File: config.mk
export PLATFORM = sky130hd
export DESIGN_NAME = humidity_temp_frame_check_convert_core
export DESIGN_NICKNAME = d
export VERILOG_FILES = /design/src/rtl/core/htfc_pkg.sv /design/src/rtl/core/humidity_temp_frame_check_convert_core.sv /design/src/rtl/core/htfc_front.sv /design/src/rtl/core/htfc_fifo.sv /design/src/rtl/core/htfc_back.sv
export VERILOG_INCLUDE_DIRS = /design/src /design/src/rtl/core
export SDC_FILE = /design/constraint.sdc
export NUM_CORES = 1
export LEC_CHECK = 0
export BUFFER_PORTS_ARGS = -buffer_cell sky130_fd_sc_hd__buf_2
export CORE_ASPECT_RATIO = 1.2
export CORE_UTILIZATION = 50
export CTS_CLUSTER_SIZE = 12
export DETAILED_ROUTE_END_ITERATION = 10
export PLACE_DENSITY_LB_ADDON = 0.12
export REMOVE_ABC_BUFFERS = 1
export SETUP_SLACK_MARGIN = 0.5
export SLEW_MARGIN = 0
export SYNTH_ARGS = -nofsm -noshare
export SYNTH_HDL_FRONTEND = slang
export SYNTH_SLANG_ARGS = --single-unit
File: constraint.sdc
create_clock -name clk -period 25.5 [get_ports clk]
set_clock_uncertainty 0.15 [all_clocks]
set_input_delay 0 -clock clk [delete_from_list [all_inputs] [get_ports clk]]
set_output_delay 0 -clock clk [all_outputs]
set_load 0.05 [all_outputs]
File: src/rtl/core/humidity_temp_frame_check_convert_core_assert.svh
// assertion helpers for the core modules, used by the queue (htfc_fifo)
`ifndef HUMIDITY_TEMP_FRAME_CHECK_CONVERT_CORE_ASSERT_SVH
`define HUMIDITY_TEMP_FRAME_CHECK_CONVERT_CORE_ASSERT_SVH

// checked only outside reset
`define HTFC_ASSERT(lbl, prop, msg) \
  lbl: assert property (@(posedge clk) disable iff (!rst_n) (prop)) else $error(msg);

// checked on every edge, reset included
`define HTFC_ASSERT_RST(lbl, prop, msg) \
  lbl: assert property (@(posedge clk) (prop)) else $error(msg);

`endif

File: src/rtl/core/htfc_pkg.sv
`timescale 1ns / 1ps
package htfc_pkg;

  localparam int HtfcQueueDepth = 2;

  localparam int CfgIdxW  = 1;
  localparam int CfgDataW = 17;
  localparam logic [CfgIdxW-1:0] CfgCrcPoly  = 1'b0;
  localparam logic [CfgIdxW-1:0] CfgTempCoef = 1'b1;

  localparam logic [7:0]         CrcPolyReset   = 8'h31;
  localparam logic signed [16:0] TempCoefReset  = -17'sd9830;

  localparam logic [14:0]        TempScale      = 15'd17572;
  localparam logic [14:0]        HumScale       = 15'd12500;
  localparam logic signed [32:0] TempOffset     = 33'sd307036160;
  localparam logic signed [32:0] HumOffset      = 33'sd39321600;
  localparam logic signed [20:0] TempErrValue   = 21'sd999900;
  localparam logic signed [20:0] HumErrValue    = 21'sd0;

  localparam logic signed [17:0] HumLimitHigh   = 18'sd10000;
  localparam logic signed [17:0] CompLow        = -18'sd2000;
  localparam logic signed [17:0] CompHigh       = 18'sd12000;
  localparam logic signed [21:0] TempRef        = 22'sd2500;
  localparam logic signed [20:0] TempCompHigh   = 21'sd8000;

  localparam logic KindTemp = 1'b0;
  localparam logic KindHum  = 1'b1;

  typedef struct packed {
    logic        kind;
    logic        crc_ok;
    logic [15:0] raw;
  } htfc_item_t;

  function automatic logic [7:0] crc8_byte(input logic [7:0] crc_in, input logic [7:0] data,
                                           input logic [7:0] poly);
    logic [7:0] c;
    c = crc_in ^ data;
    for (int i = 0; i < 8; i++) begin
      if (c[7]) begin
        c = {c[6:0], 1'b0} ^ poly;
      end else begin
        c = {c[6:0], 1'b0};
      end
    end
    return c;
  endfunction

endpackage

File: src/rtl/core/humidity_temp_frame_check_convert_core.sv
`timescale 1ns / 1ps
// the conversion engine pops the queue, then steps through multiply, convert,
// compensation multiply and output load, and pops no new frame until the output
// beat is loaded; the front takes a new input beat only in its idle state
// reset: synchronous active-low rst_n clears control, queue and latest readings,
// and loads the polynomial 0x31 and coefficient -9830
module humidity_temp_frame_check_convert_core
  import htfc_pkg::*;
#(
  parameter int QUEUE_DEPTH = HtfcQueueDepth
) (
  input  logic                clk,
  input  logic                rst_n,
  input  logic                cfg_we,
  input  logic [CfgIdxW-1:0]  cfg_index,
  input  logic [CfgDataW-1:0] cfg_wdata,
  input  logic                in_tvalid,
  output logic                in_tready,
  input  logic [23:0]         in_tdata,   // msb_byte, lsb_byte, check_byte
  input  logic [0:0]          in_tuser,   // kind
  output logic                out_tvalid,
  input  logic                out_tready,
  output logic [39:0]         out_tdata,  // reading, compensated_humidity, zero pad
  output logic [0:0]          out_tuser   // crc_ok
);

  logic [7:0]         crc_poly_r;
  logic signed [16:0] temp_coef_r;
  logic               q_push, q_pop, q_full, q_empty;
  htfc_item_t         push_item, pop_item;
  logic               out_crc_ok;
  logic signed [20:0] out_reading;
  logic signed [14:0] out_comp;

  always_ff @(posedge clk) begin
    if (!rst_n) begin
      crc_poly_r  <= CrcPolyReset;
      temp_coef_r <= TempCoefReset;
    end else if (cfg_we) begin
      unique case (cfg_index)
        CfgCrcPoly:  crc_poly_r  <= cfg_wdata[7:0];
        CfgTempCoef: temp_coef_r <= cfg_wdata[16:0];
        default: ;
      endcase
    end
  end

  htfc_front u_front (
    .clk      (clk),
    .rst_n    (rst_n),
    .crc_poly (crc_poly_r),
    .in_valid (in_tvalid),
    .in_ready (in_tready),
    .in_kind  (in_tuser[0]),
    .in_msb   (in_tdata[7:0]),
    .in_lsb   (in_tdata[15:8]),
    .in_chk   (in_tdata[23:16]),
    .q_full   (q_full),
    .q_push   (q_push),
    .q_item   (push_item)
  );

  htfc_fifo #(
    .DEPTH (QUEUE_DEPTH)
  ) u_fifo (
    .clk       (clk),
    .rst_n     (rst_n),
    .push      (q_push),
    .push_item (push_item),
    .full      (q_full),
    .pop       (q_pop),
    .pop_item  (pop_item),
    .empty     (q_empty)
  );

  htfc_back u_back (
    .clk         (clk),
    .rst_n       (rst_n),
    .temp_coef   (temp_coef_r),
    .q_empty     (q_empty),
    .q_item      (pop_item),
    .q_pop       (q_pop),
    .out_valid   (out_tvalid),
    .out_ready   (out_tready),
    .out_crc_ok  (out_crc_ok),
    .out_reading (out_reading),
    .out_comp    (out_comp)
  );

  assign out_tdata = {4'b0000, out_comp, out_reading};
  assign out_tuser = out_crc_ok;

endmodule

File: src/rtl/core/htfc_front.sv
`timescale 1ns / 1ps
module htfc_front
  import htfc_pkg::*;
(
  input  logic        clk,
  input  logic        rst_n,
  input  logic [7:0]  crc_poly,
  input  logic        in_valid,
  output logic        in_ready,
  input  logic        in_kind,
  input  logic [7:0]  in_msb,
  input  logic [7:0]  in_lsb,
  input  logic [7:0]  in_chk,
  input  logic        q_full,
  output logic        q_push,
  output htfc_item_t  q_item
);

  localparam logic [1:0] F_IDLE = 2'd0;
  localparam logic [1:0] F_HI   = 2'd1;
  localparam logic [1:0] F_LO   = 2'd2;

  logic [1:0] state_r, state_nxt;
  logic       kind_r;
  logic [7:0] msb_r, lsb_r, chk_r, crc_r;
  logic [7:0] crc_final;

  assign in_ready  = (state_r == F_IDLE);
  assign crc_final = crc8_byte(crc_r, lsb_r, crc_poly);
  assign q_push    = (state_r == F_LO) && !q_full;

  always_comb begin
    q_item.kind   = kind_r;
    q_item.crc_ok = (crc_final == chk_r);
    q_item.raw    = {msb_r, lsb_r & 8'hFC};
  end

  always_comb begin
    state_nxt = state_r;
    unique case (state_r)
      F_IDLE: if (in_valid) state_nxt = F_HI;
      F_HI:   state_nxt = F_LO;
      F_LO:   if (!q_full) state_nxt = F_IDLE;
      default: state_nxt = F_IDLE;
    endcase
  end

  always_ff @(posedge clk) begin
    if (!rst_n) begin
      state_r <= F_IDLE;
    end else begin
      state_r <= state_nxt;
    end
  end

  always_ff @(posedge clk) begin
    if (in_valid && in_ready) begin
      kind_r <= in_kind;
      msb_r  <= in_msb;
      lsb_r  <= in_lsb;
      chk_r  <= in_chk;
    end
    if (state_r == F_HI) begin
      crc_r <= crc8_byte(8'h00, msb_r, crc_poly);
    end
  end

endmodule

File: src/rtl/core/htfc_fifo.sv
`timescale 1ns / 1ps
`include "humidity_temp_frame_check_convert_core_assert.svh"
module htfc_fifo
  import htfc_pkg::*;
#(
  parameter int DEPTH = HtfcQueueDepth
) (
  input  logic       clk,
  input  logic       rst_n,
  input  logic       push,
  input  htfc_item_t push_item,
  output logic       full,
  input  logic       pop,
  output htfc_item_t pop_item,
  output logic       empty
);

  localparam int PTR_W = (DEPTH > 1) ? $clog2(DEPTH) : 1;
  localparam int CNT_W = $clog2(DEPTH + 1);

  htfc_item_t mem_r [DEPTH];
  logic [PTR_W-1:0] wr_ptr_r, rd_ptr_r;
  logic [CNT_W-1:0] count_r;

  assign full     = (count_r == CNT_W'(DEPTH));
  assign empty    = (count_r == '0);
  assign pop_item = mem_r[rd_ptr_r];

  function automatic logic [PTR_W-1:0] ptr_inc(input logic [PTR_W-1:0] p);
    return (p == PTR_W'(DEPTH - 1)) ? '0 : p + 1'b1;
  endfunction

  always_ff @(posedge clk) begin
    if (!rst_n) begin
      wr_ptr_r <= '0;
      rd_ptr_r <= '0;
      count_r  <= '0;
    end else begin
      if (push) wr_ptr_r <= ptr_inc(wr_ptr_r);
      if (pop)  rd_ptr_r <= ptr_inc(rd_ptr_r);
      if (push && !pop) begin
        count_r <= count_r + 1'b1;
      end else if (pop && !push) begin
        count_r <= count_r - 1'b1;
      end
    end
  end

  always_ff @(posedge clk) begin
    if (push) mem_r[wr_ptr_r] <= push_item;
  end

  `HTFC_ASSERT(a_no_push_full, push |-> !full, "push into a full queue")
  `HTFC_ASSERT(a_no_pop_empty, pop |-> !empty, "pop from an empty queue")
  `HTFC_ASSERT_RST(a_reset_empty, !rst_n |=> (count_r == '0), "queue not empty after reset")

endmodule

File: src/rtl/core/htfc_back.sv
`timescale 1ns / 1ps
module htfc_back
  import htfc_pkg::*;
(
  input  logic                clk,
  input  logic                rst_n,
  input  logic signed [16:0]  temp_coef,
  input  logic                q_empty,
  input  htfc_item_t          q_item,
  output logic                q_pop,
  output logic                out_valid,
  input  logic                out_ready,
  output logic                out_crc_ok,
  output logic signed [20:0]  out_reading,
  output logic signed [14:0]  out_comp
);

  localparam logic [2:0] B_IDLE = 3'd0;
  localparam logic [2:0] B_MUL  = 3'd1;
  localparam logic [2:0] B_CONV = 3'd2;
  localparam logic [2:0] B_COMP = 3'd3;
  localparam logic [2:0] B_OUT  = 3'd4;

  logic [2:0]         state_r, state_nxt;
  htfc_item_t         item_r;
  logic [31:0]        prod_r;
  logic signed [30:0] cprod_r;
  logic signed [20:0] reading_r;
  logic signed [20:0] last_temp_r;
  logic signed [14:0] last_hum_r;
  logic               out_valid_r;
  logic               out_crc_ok_r;
  logic signed [20:0] out_reading_r;
  logic signed [14:0] out_comp_r;

  logic               load_out;
  logic signed [32:0] conv_v;
  logic signed [32:0] conv_shift;
  logic signed [20:0] conv_reading;
  logic signed [21:0] diff_w;
  logic signed [13:0] diff;
  logic signed [30:0] adj_w;
  logic signed [17:0] h_ext, c_sum, comp_val;
  logic               t_in_range;

  assign q_pop    = (state_r == B_IDLE) && !q_empty;
  assign load_out = (state_r == B_OUT) && (!out_valid_r || out_ready);

  // raw conversion: floor((scale * raw - offset) / 65536), or the error value on a bad check byte
  always_comb begin
    conv_v       = $signed({1'b0, prod_r}) - ((item_r.kind == KindTemp) ? TempOffset : HumOffset);
    conv_shift   = conv_v >>> 16;
    conv_reading = conv_shift[20:0];
    if (!item_r.crc_ok) begin
      conv_reading = (item_r.kind == KindTemp) ? TempErrValue : HumErrValue;
    end
  end

  // compensation from latest readings
  always_comb begin
    diff_w     = TempRef - 22'(last_temp_r);
    diff       = diff_w[13:0];
    adj_w      = cprod_r >>> 16;
    h_ext      = 18'(last_hum_r);
    c_sum      = h_ext + adj_w[17:0];
    t_in_range = (last_temp_r > 21'sd0) && (last_temp_r < TempCompHigh);
    if (h_ext < 18'sd0) begin
      comp_val = '0;
    end else if (h_ext > HumLimitHigh) begin
      comp_val = HumLimitHigh;
    end else if (t_in_range) begin
      if (c_sum < CompLow) begin
        comp_val = CompLow;
      end else if (c_sum > CompHigh) begin
        comp_val = CompHigh;
      end else begin
        comp_val = c_sum;
      end
    end else begin
      comp_val = h_ext;
    end
  end

  always_comb begin
    state_nxt = state_r;
    unique case (state_r)
      B_IDLE: if (!q_empty) state_nxt = B_MUL;
      B_MUL:  state_nxt = B_CONV;
      B_CONV: state_nxt = B_COMP;
      B_COMP: state_nxt = B_OUT;
      B_OUT:  if (load_out) state_nxt = B_IDLE;
      default: state_nxt = B_IDLE;
    endcase
  end

  always_ff @(posedge clk) begin
    if (!rst_n) begin
      state_r     <= B_IDLE;
      out_valid_r <= 1'b0;
      last_temp_r <= '0;
      last_hum_r  <= '0;
    end else begin
      state_r <= state_nxt;
      if (load_out) begin
        out_valid_r <= 1'b1;
      end else if (out_ready) begin
        out_valid_r <= 1'b0;
      end
      if (state_r == B_CONV) begin
        if (item_r.kind == KindTemp) begin
          last_temp_r <= conv_reading;
        end else begin
          last_hum_r <= conv_reading[14:0];
        end
      end
    end
  end

  always_ff @(posedge clk) begin
    if (q_pop) item_r <= q_item;
    if (state_r == B_MUL) begin
      prod_r <= 32'((item_r.kind == KindTemp) ? TempScale : HumScale) * 32'(item_r.raw);
    end
    if (state_r == B_CONV) reading_r <= conv_reading;
    if (state_r == B_COMP) cprod_r <= 31'(diff) * 31'(temp_coef);
    if (load_out) begin
      out_crc_ok_r  <= item_r.crc_ok;
      out_reading_r <= reading_r;
      out_comp_r    <= comp_val[14:0];
    end
  end

  assign out_valid   = out_valid_r;
  assign out_crc_ok  = out_crc_ok_r;
  assign out_reading = out_reading_r;
  assign out_comp    = out_comp_r;

endmodule

## Yosys cells after proc, flatten, opt, wreduce, memory -nomap -nowiden

Memories as Yosys holds them, arrays and structs flattened. A register that Yosys moved wholly into a read port is not among the register bits.
Index checks and enable logic that the tools add are counted.
Widths: inputs -> output; s select.

- Register bits: 241
- Bits in writable memories: 32
- Input bits: 48
- Output and inout port bits: 43
- Word-level logic and storage cells: 141
- Memories kept: 1

Memory list:

| memory | words | width | read ports | clocked after memory_dff | write ports | line | text |
|---|---|---|---|---|---|---|---|
| u_fifo.mem_r | 2 | 16 | 1 | 1 | 1 | htfc_fifo.sv:21 | `htfc_item_t mem_r [DEPTH];` |

- $add $sub $neg: 7
- Multiply operators: 2
- Magnitude comparators: 6
- Equality and inequality tests: 12
- Mux-type cells: 45
- Bitwise gates (word level): 19
- Reduce and logical (&&, ||, !) cells: 25

Operators by type and width:

| cell | number |
|---|---|
| $mux 8 | 23 |
| $xor 8x8->8 | 17 |
| $mux 15 | 4 |
| $sub 33x33->33 | 1 |
| $mul 32x16->32 | 1 |
| $mul 14x17->31 | 1 |
| $mux 29 | 1 |
| $gt 21x1->1 const B | 1 |
| $lt 21x14->1 const B | 1 |
| $mux 21 | 1 |
| $mux 20 | 1 |
| $add 15x15->16 | 1 |
| $gt 16x15->1 const B | 1 |
| $lt 16x12->1 const B | 1 |
| $gt 15x15->1 const B | 1 |
| $lt 15x1->1 const B | 1 |
| $pmux 3 s5 | 1 |
| $mux 14 | 1 |
| $sub 13x14->14 const A | 1 |
| $reduce_and 2->1 | 6 |
| $eq 8x8->1 | 1 |
| $mux 2 | 4 |
| $logic_and 1x1->1 | 7 |
| $eq 3x2->1 const B | 2 |
| 19 further kinds | 36 |

## Longest topological paths before layout

- Depth after elaboration: 23
- Gate-level depth with buffers: 33

## Hierarchy

From an unflattened synthesis, not the netlist that was laid out.

- Cell total of the unflattened synthesis: 2537
- Area, all modules: 25245.5 um2

Modules (own cells, without submodules):

| module | instances | cells an instance | area an instance (um2) | sequential area each (um2) |
|---|---|---|---|---|
| htfc_back | 1 | 1901 | 18925.7 | 3743.6 |
| htfc_front | 1 | 442 | 3716.1 | 1031.0 |
| htfc_fifo | 1 | 78 | 1515.2 | 1181.1 |
| humidity_temp_frame_check_convert_core | 1 | 116 | 1088.5 | 500.5 |

## Least setup slack after synthesis

Ideal clock, no wire load.

- Path kind: register to register
- Start: register u_back.last_temp_r[0]
- End: register u_back.cprod_r[30] (data pin)
- Library setup time: 0.269 ns
- Arrival time: 8.040 ns
- Required time: 25.081 ns
- Path slack: 17.041 ns
- Stages on the path, launching flop included: 32
- Buffers on the path: 2
- Clock period less this slack: 8.459 ns
- Cells stage by stage: dfxtp_1 -> clkbuf_1 -> inv_1 -> ha_1 -> o21ai_0 -> a41o_1 -> xor2_1 -> clkbuf_1 -> nand2_1 -> fa_1 -> fa_1 -> inv_1 -> ha_1 -> fa_1 -> inv_1 -> fa_1 -> inv_1 -> fa_1 -> ha_1 -> a21o_1 -> a21o_1 -> a21o_1 -> a21o_1 -> a21o_1 -> a2111o_1 -> a31oi_1 -> nor3_1 -> o21ai_0 -> o21ai_0 -> a31o_2 -> a2111oi_0 -> nor3_1

- Cells in the longest elaborated chain, start to end: 2

Ends and longest elaborated chain:

| element | line | text |
|---|---|---|
| start: declaration | htfc_back.sv:29 | `logic signed [20:0] last_temp_r;` |
| start signal: assignment | htfc_back.sv:111 | `last_temp_r <= conv_reading;` |
| $sub 13x14->14 | htfc_back.sv:61 | `diff_w = TempRef - 22'(last_temp_r);` |
| $mul 14x17->31 | htfc_back.sv:125 | `if (state_r == B_COMP) cprod_r <= 31'(diff) * 31'(temp_coef);` |
| end signal: assignment | htfc_back.sv:125 |  |
| end: declaration | htfc_back.sv:27 | `logic signed [30:0] cprod_r;` |

No other way between the ends.
A chain may end at the register's enable or synchronous reset.

## Worst setup path in the final report

Same ends and word-level chain as after synthesis.

==> results.json <==
{
  "netlist_instances": 2436,
  "ys.flop_type": "edfxtp_1",
  "synth_top_area_share_pct": 24.5,
  "cp_common_cell": "fa_1",
  "ios": 91,
  "synth_commonest_cells": "inv_1 (366), nand2_1 (338), fa_1 (296)",
  "grt_overflow": 0,
  "port_buffers": 86,
  "placed_cells": 3088,
  "detail_route.wl_per_cell_um": 16.7,
  "hold_viol": 0,
  "ant_nets": 0,
  "core_um2": 47900,
  "crit_path_end": "u_back.cprod_r[30]",
  "timing.rr.end": "u_back.cprod_r[30]",
  "synth_edf_count": 164,
  "synth-seq-area-share_pct": 26.0,
  "die-area_um2": 49300,
  "hold_buffers": 95,
  "root_buffer": "clkbuf_16",
  "clock-sinks": 232,
  "worstSetupStartpoint": "u_back.last_temp_r[0]",
  "startpoint_type": "register",
  "clk_latency_ns": 0.56,
  "cts_max_level": 1,
  "drtIter0Drc": 1022,
  "cp.depth": 28,
  "grt_use_total_pct": 22.9,
  "setup_viol": 0,
  "rsz0062_at_grt": "no",
  "path_delay_family": "adder cells",
  "cpMaxStageDelayCell": "xor2_1",
  "fin_crit_ns": 9.19,
  "yosysWarnings": 0,
  "antenna_found_initial": 0,
  "avgSynthCellArea_um2": 9.94,
  "cap_violations": 0,
  "grt_pass1_wl_um": 90500,
  "path_class": "reg2reg",
  "fin_crit_sh_pct": 36.0,
  "cts_tree": "done",
  "num_rows": 88,
  "fin_util_pct": 56.6,
  "endpoint_kind": "register",
  "die_w_um": 203,
  "synthArstFlopShare_pct": 0,
  "dpl.hpwl_um": 41200,
  "drive_above_1_share_pct": 8.46,
  "grt_max_degree": 69,
  "slew_headroom_pct": 17.8,
  "fin_cells": 3232,
  "drc_errors": 0,
  "final.setup.tns_ns": 0,
  "cts.path.max_buffers": 3,
  "crit_buf_inv": 5,
  "ys_ff_latch": 232,
  "num_antenna_cells": 0,
  "reg2reg_slack_ns": 16.31,
  "area_growth_pct": 12.0,
  "start_util_pct": 50.6,
  "cp_max_fo": 19,
  "worst_pin_slew_ns": 1.23,
  "arrival_ns": 9.34,
  "drtPass1Iterations": 5,
  "min_path_type": "in2reg",
  "grt_pass1_vias": 17900,
  "n_fill_cell": 4284,
  "layout.nets": 3138,
  "routed_via_density": 5.25,
  "cts-buffers-inserted": 27,
  "clkSlewWorstSetupHoldPaths_ns": 0.06,
  "timing.rr.start": "u_back.last_temp_r[0]",
  "max_stage_delay_ns": 0.80,
  "num_vias": 17000,
  "cts_setup_buffers": 0,
  "timing.fmax_ghz": 0.109,
  "place_congestion": 0.885,
  "status": "finished, final reports clean",
  "multi_input_area_um2": 16200,
  "cts_resized": 0,
  "synthesis.area_um2": 24200,
  "ys_types": 82,
  "synth_area_leaders": "fa_1 (24%), edfxtp_1 (20%), ha_1 (11%)",
  "die_h_um": 243,
  "synth_most_common_cell": "inv_1",
  "rr_worst_depth": 28,
  "drt_wl_total_um": 54000,
  "synth_area_leader_cell": "fa_1",
  "worst_ep_required_time_ns": 25.65,
  "maxSlewViolCount": 0,
  "regArea_um2": 6290
}
how the worst min path moves through the flow:
stage | from | endpoint | slack (ns) | cells past startpoint
after floorplan | rst_n | crc_poly_r[5] | -0.08 | 1
after global placement | in_tdata[16] | u_front.chk_r[0] | 0.03 | 1
after detailed placement | in_tdata[20] | u_front.chk_r[4] | 0.03 | 1
after CTS | rst_n | temp_coef_r[4] | 0.004 | 2
after global routing | in_tdata[6] | u_front.msb_r[6] | 0.04 | 2
final | rst_n | temp_coef_r[4] | 0.04 | 2
area by class of cell:
class                           instances  area share (%)
Tap cell                              630            2.91
Multi-Input combinational cell       1747            59.7
Clock inverter                         12           0.590
Sequential cell                       232            23.2
Timing Repair Buffer                  206            5.78
Inverter                              368            5.09
Clock buffer                           37            2.74
layout by cell type (no fill, tap or decap), drive strengths merged, types with 24 or more instances in the layout:
| cell | count |
|---|---|
| inv | 370 |
| a21boi | 39 |
| ha | 212 |
| clkbuf | 37 |
| and2 | 89 |
| dlygate4sd3 | 95 |
| fa | 296 |
| xor2 | 50 |
| xnor2 | 132 |
| o21ai | 49 |
| a21oi | 52 |
| nor2b | 47 |
| nand2b | 24 |
| nor2 | 98 |
| a21o | 26 |
| nand3 | 40 |
| edfxtp | 164 |
| nand2 | 338 |
| dfxtp | 68 |
| or2 | 25 |
| buf | 111 |
worst reg2reg max path: cells and delay by family, from the launching register on:
kind | cells | cell delay [ns]
adders and majority gates | 8 | 3.58
and+or+nand+nor | 3 | 0.32
buffers and inverters | 5 | 0.57
AOI/OAI and AO/OA | 11 | 2.87
xor gates and xnor gates | 1 | 0.80
DFF | 1 | 0.66
per-layer routing:
metal / GRT usage (%) / part of all wire, % / vias up
li1: - / - / 8088
met1: 29.6 / 43 / 8406
met2: 40.5 / 50 / 393
met3: 2.43 / 4.7 / 89
met4: 6.13 / 2.3 / 0
met5: 0 / 0 / -
stage by stage:
step                      area, um^2  hold WS (ns)  worst slack (ns)
after floorplan                23800       -0.0782             17.09
after CTS                      27100       0.00353             16.22
after global placement         25300        0.0266             16.51
final                          27100        0.0425             16.31
after global routing           27100        0.0424             15.57
after detailed placement       25300        0.0281             16.26
flip-flops by register name, summed over array words and instances (netlist names), 2 cells and up:
register	cells
u_back.out_comp	15
u_front.state_r	2
u_back.state_r	3
u_back.out_reading	18
u_front.msb_r	8
u_back.reading_r	18
u_fifo.mem_r	32
u_back.prod_r	16
u_back.last_temp_r	18
u_front.lsb_r	8
crc_poly_r	8
u_back.cprod_r	15
temp_coef_r	17
u_front.crc_r	8
u_back.last_hum_r	15
u_back.item_r	16
u_front.chk_r	8
u_fifo.count_r	2
cells by family (layout without fill, tap and decap cells):
kind of cell             Yosys count  after routing  share of synthesized area, %
XOR/XNOR                         190            190                          7.71
other                              2             19                        0.0310
AO/OA/AOI/OAI                    268            268                          7.64
AND/OR/NAND/NOR                  732            732                          14.3
multiplexers                      30             30                          1.41
flip-flops                       232            232                          26.0
adder cells (fa/ha/maj)          508            508                          35.4
buffers and inverters            474            623                          7.50
Power is left out: the tool's default activity adds up to more than one toggle a clock period on the data nets, which glitch-free logic cannot reach.
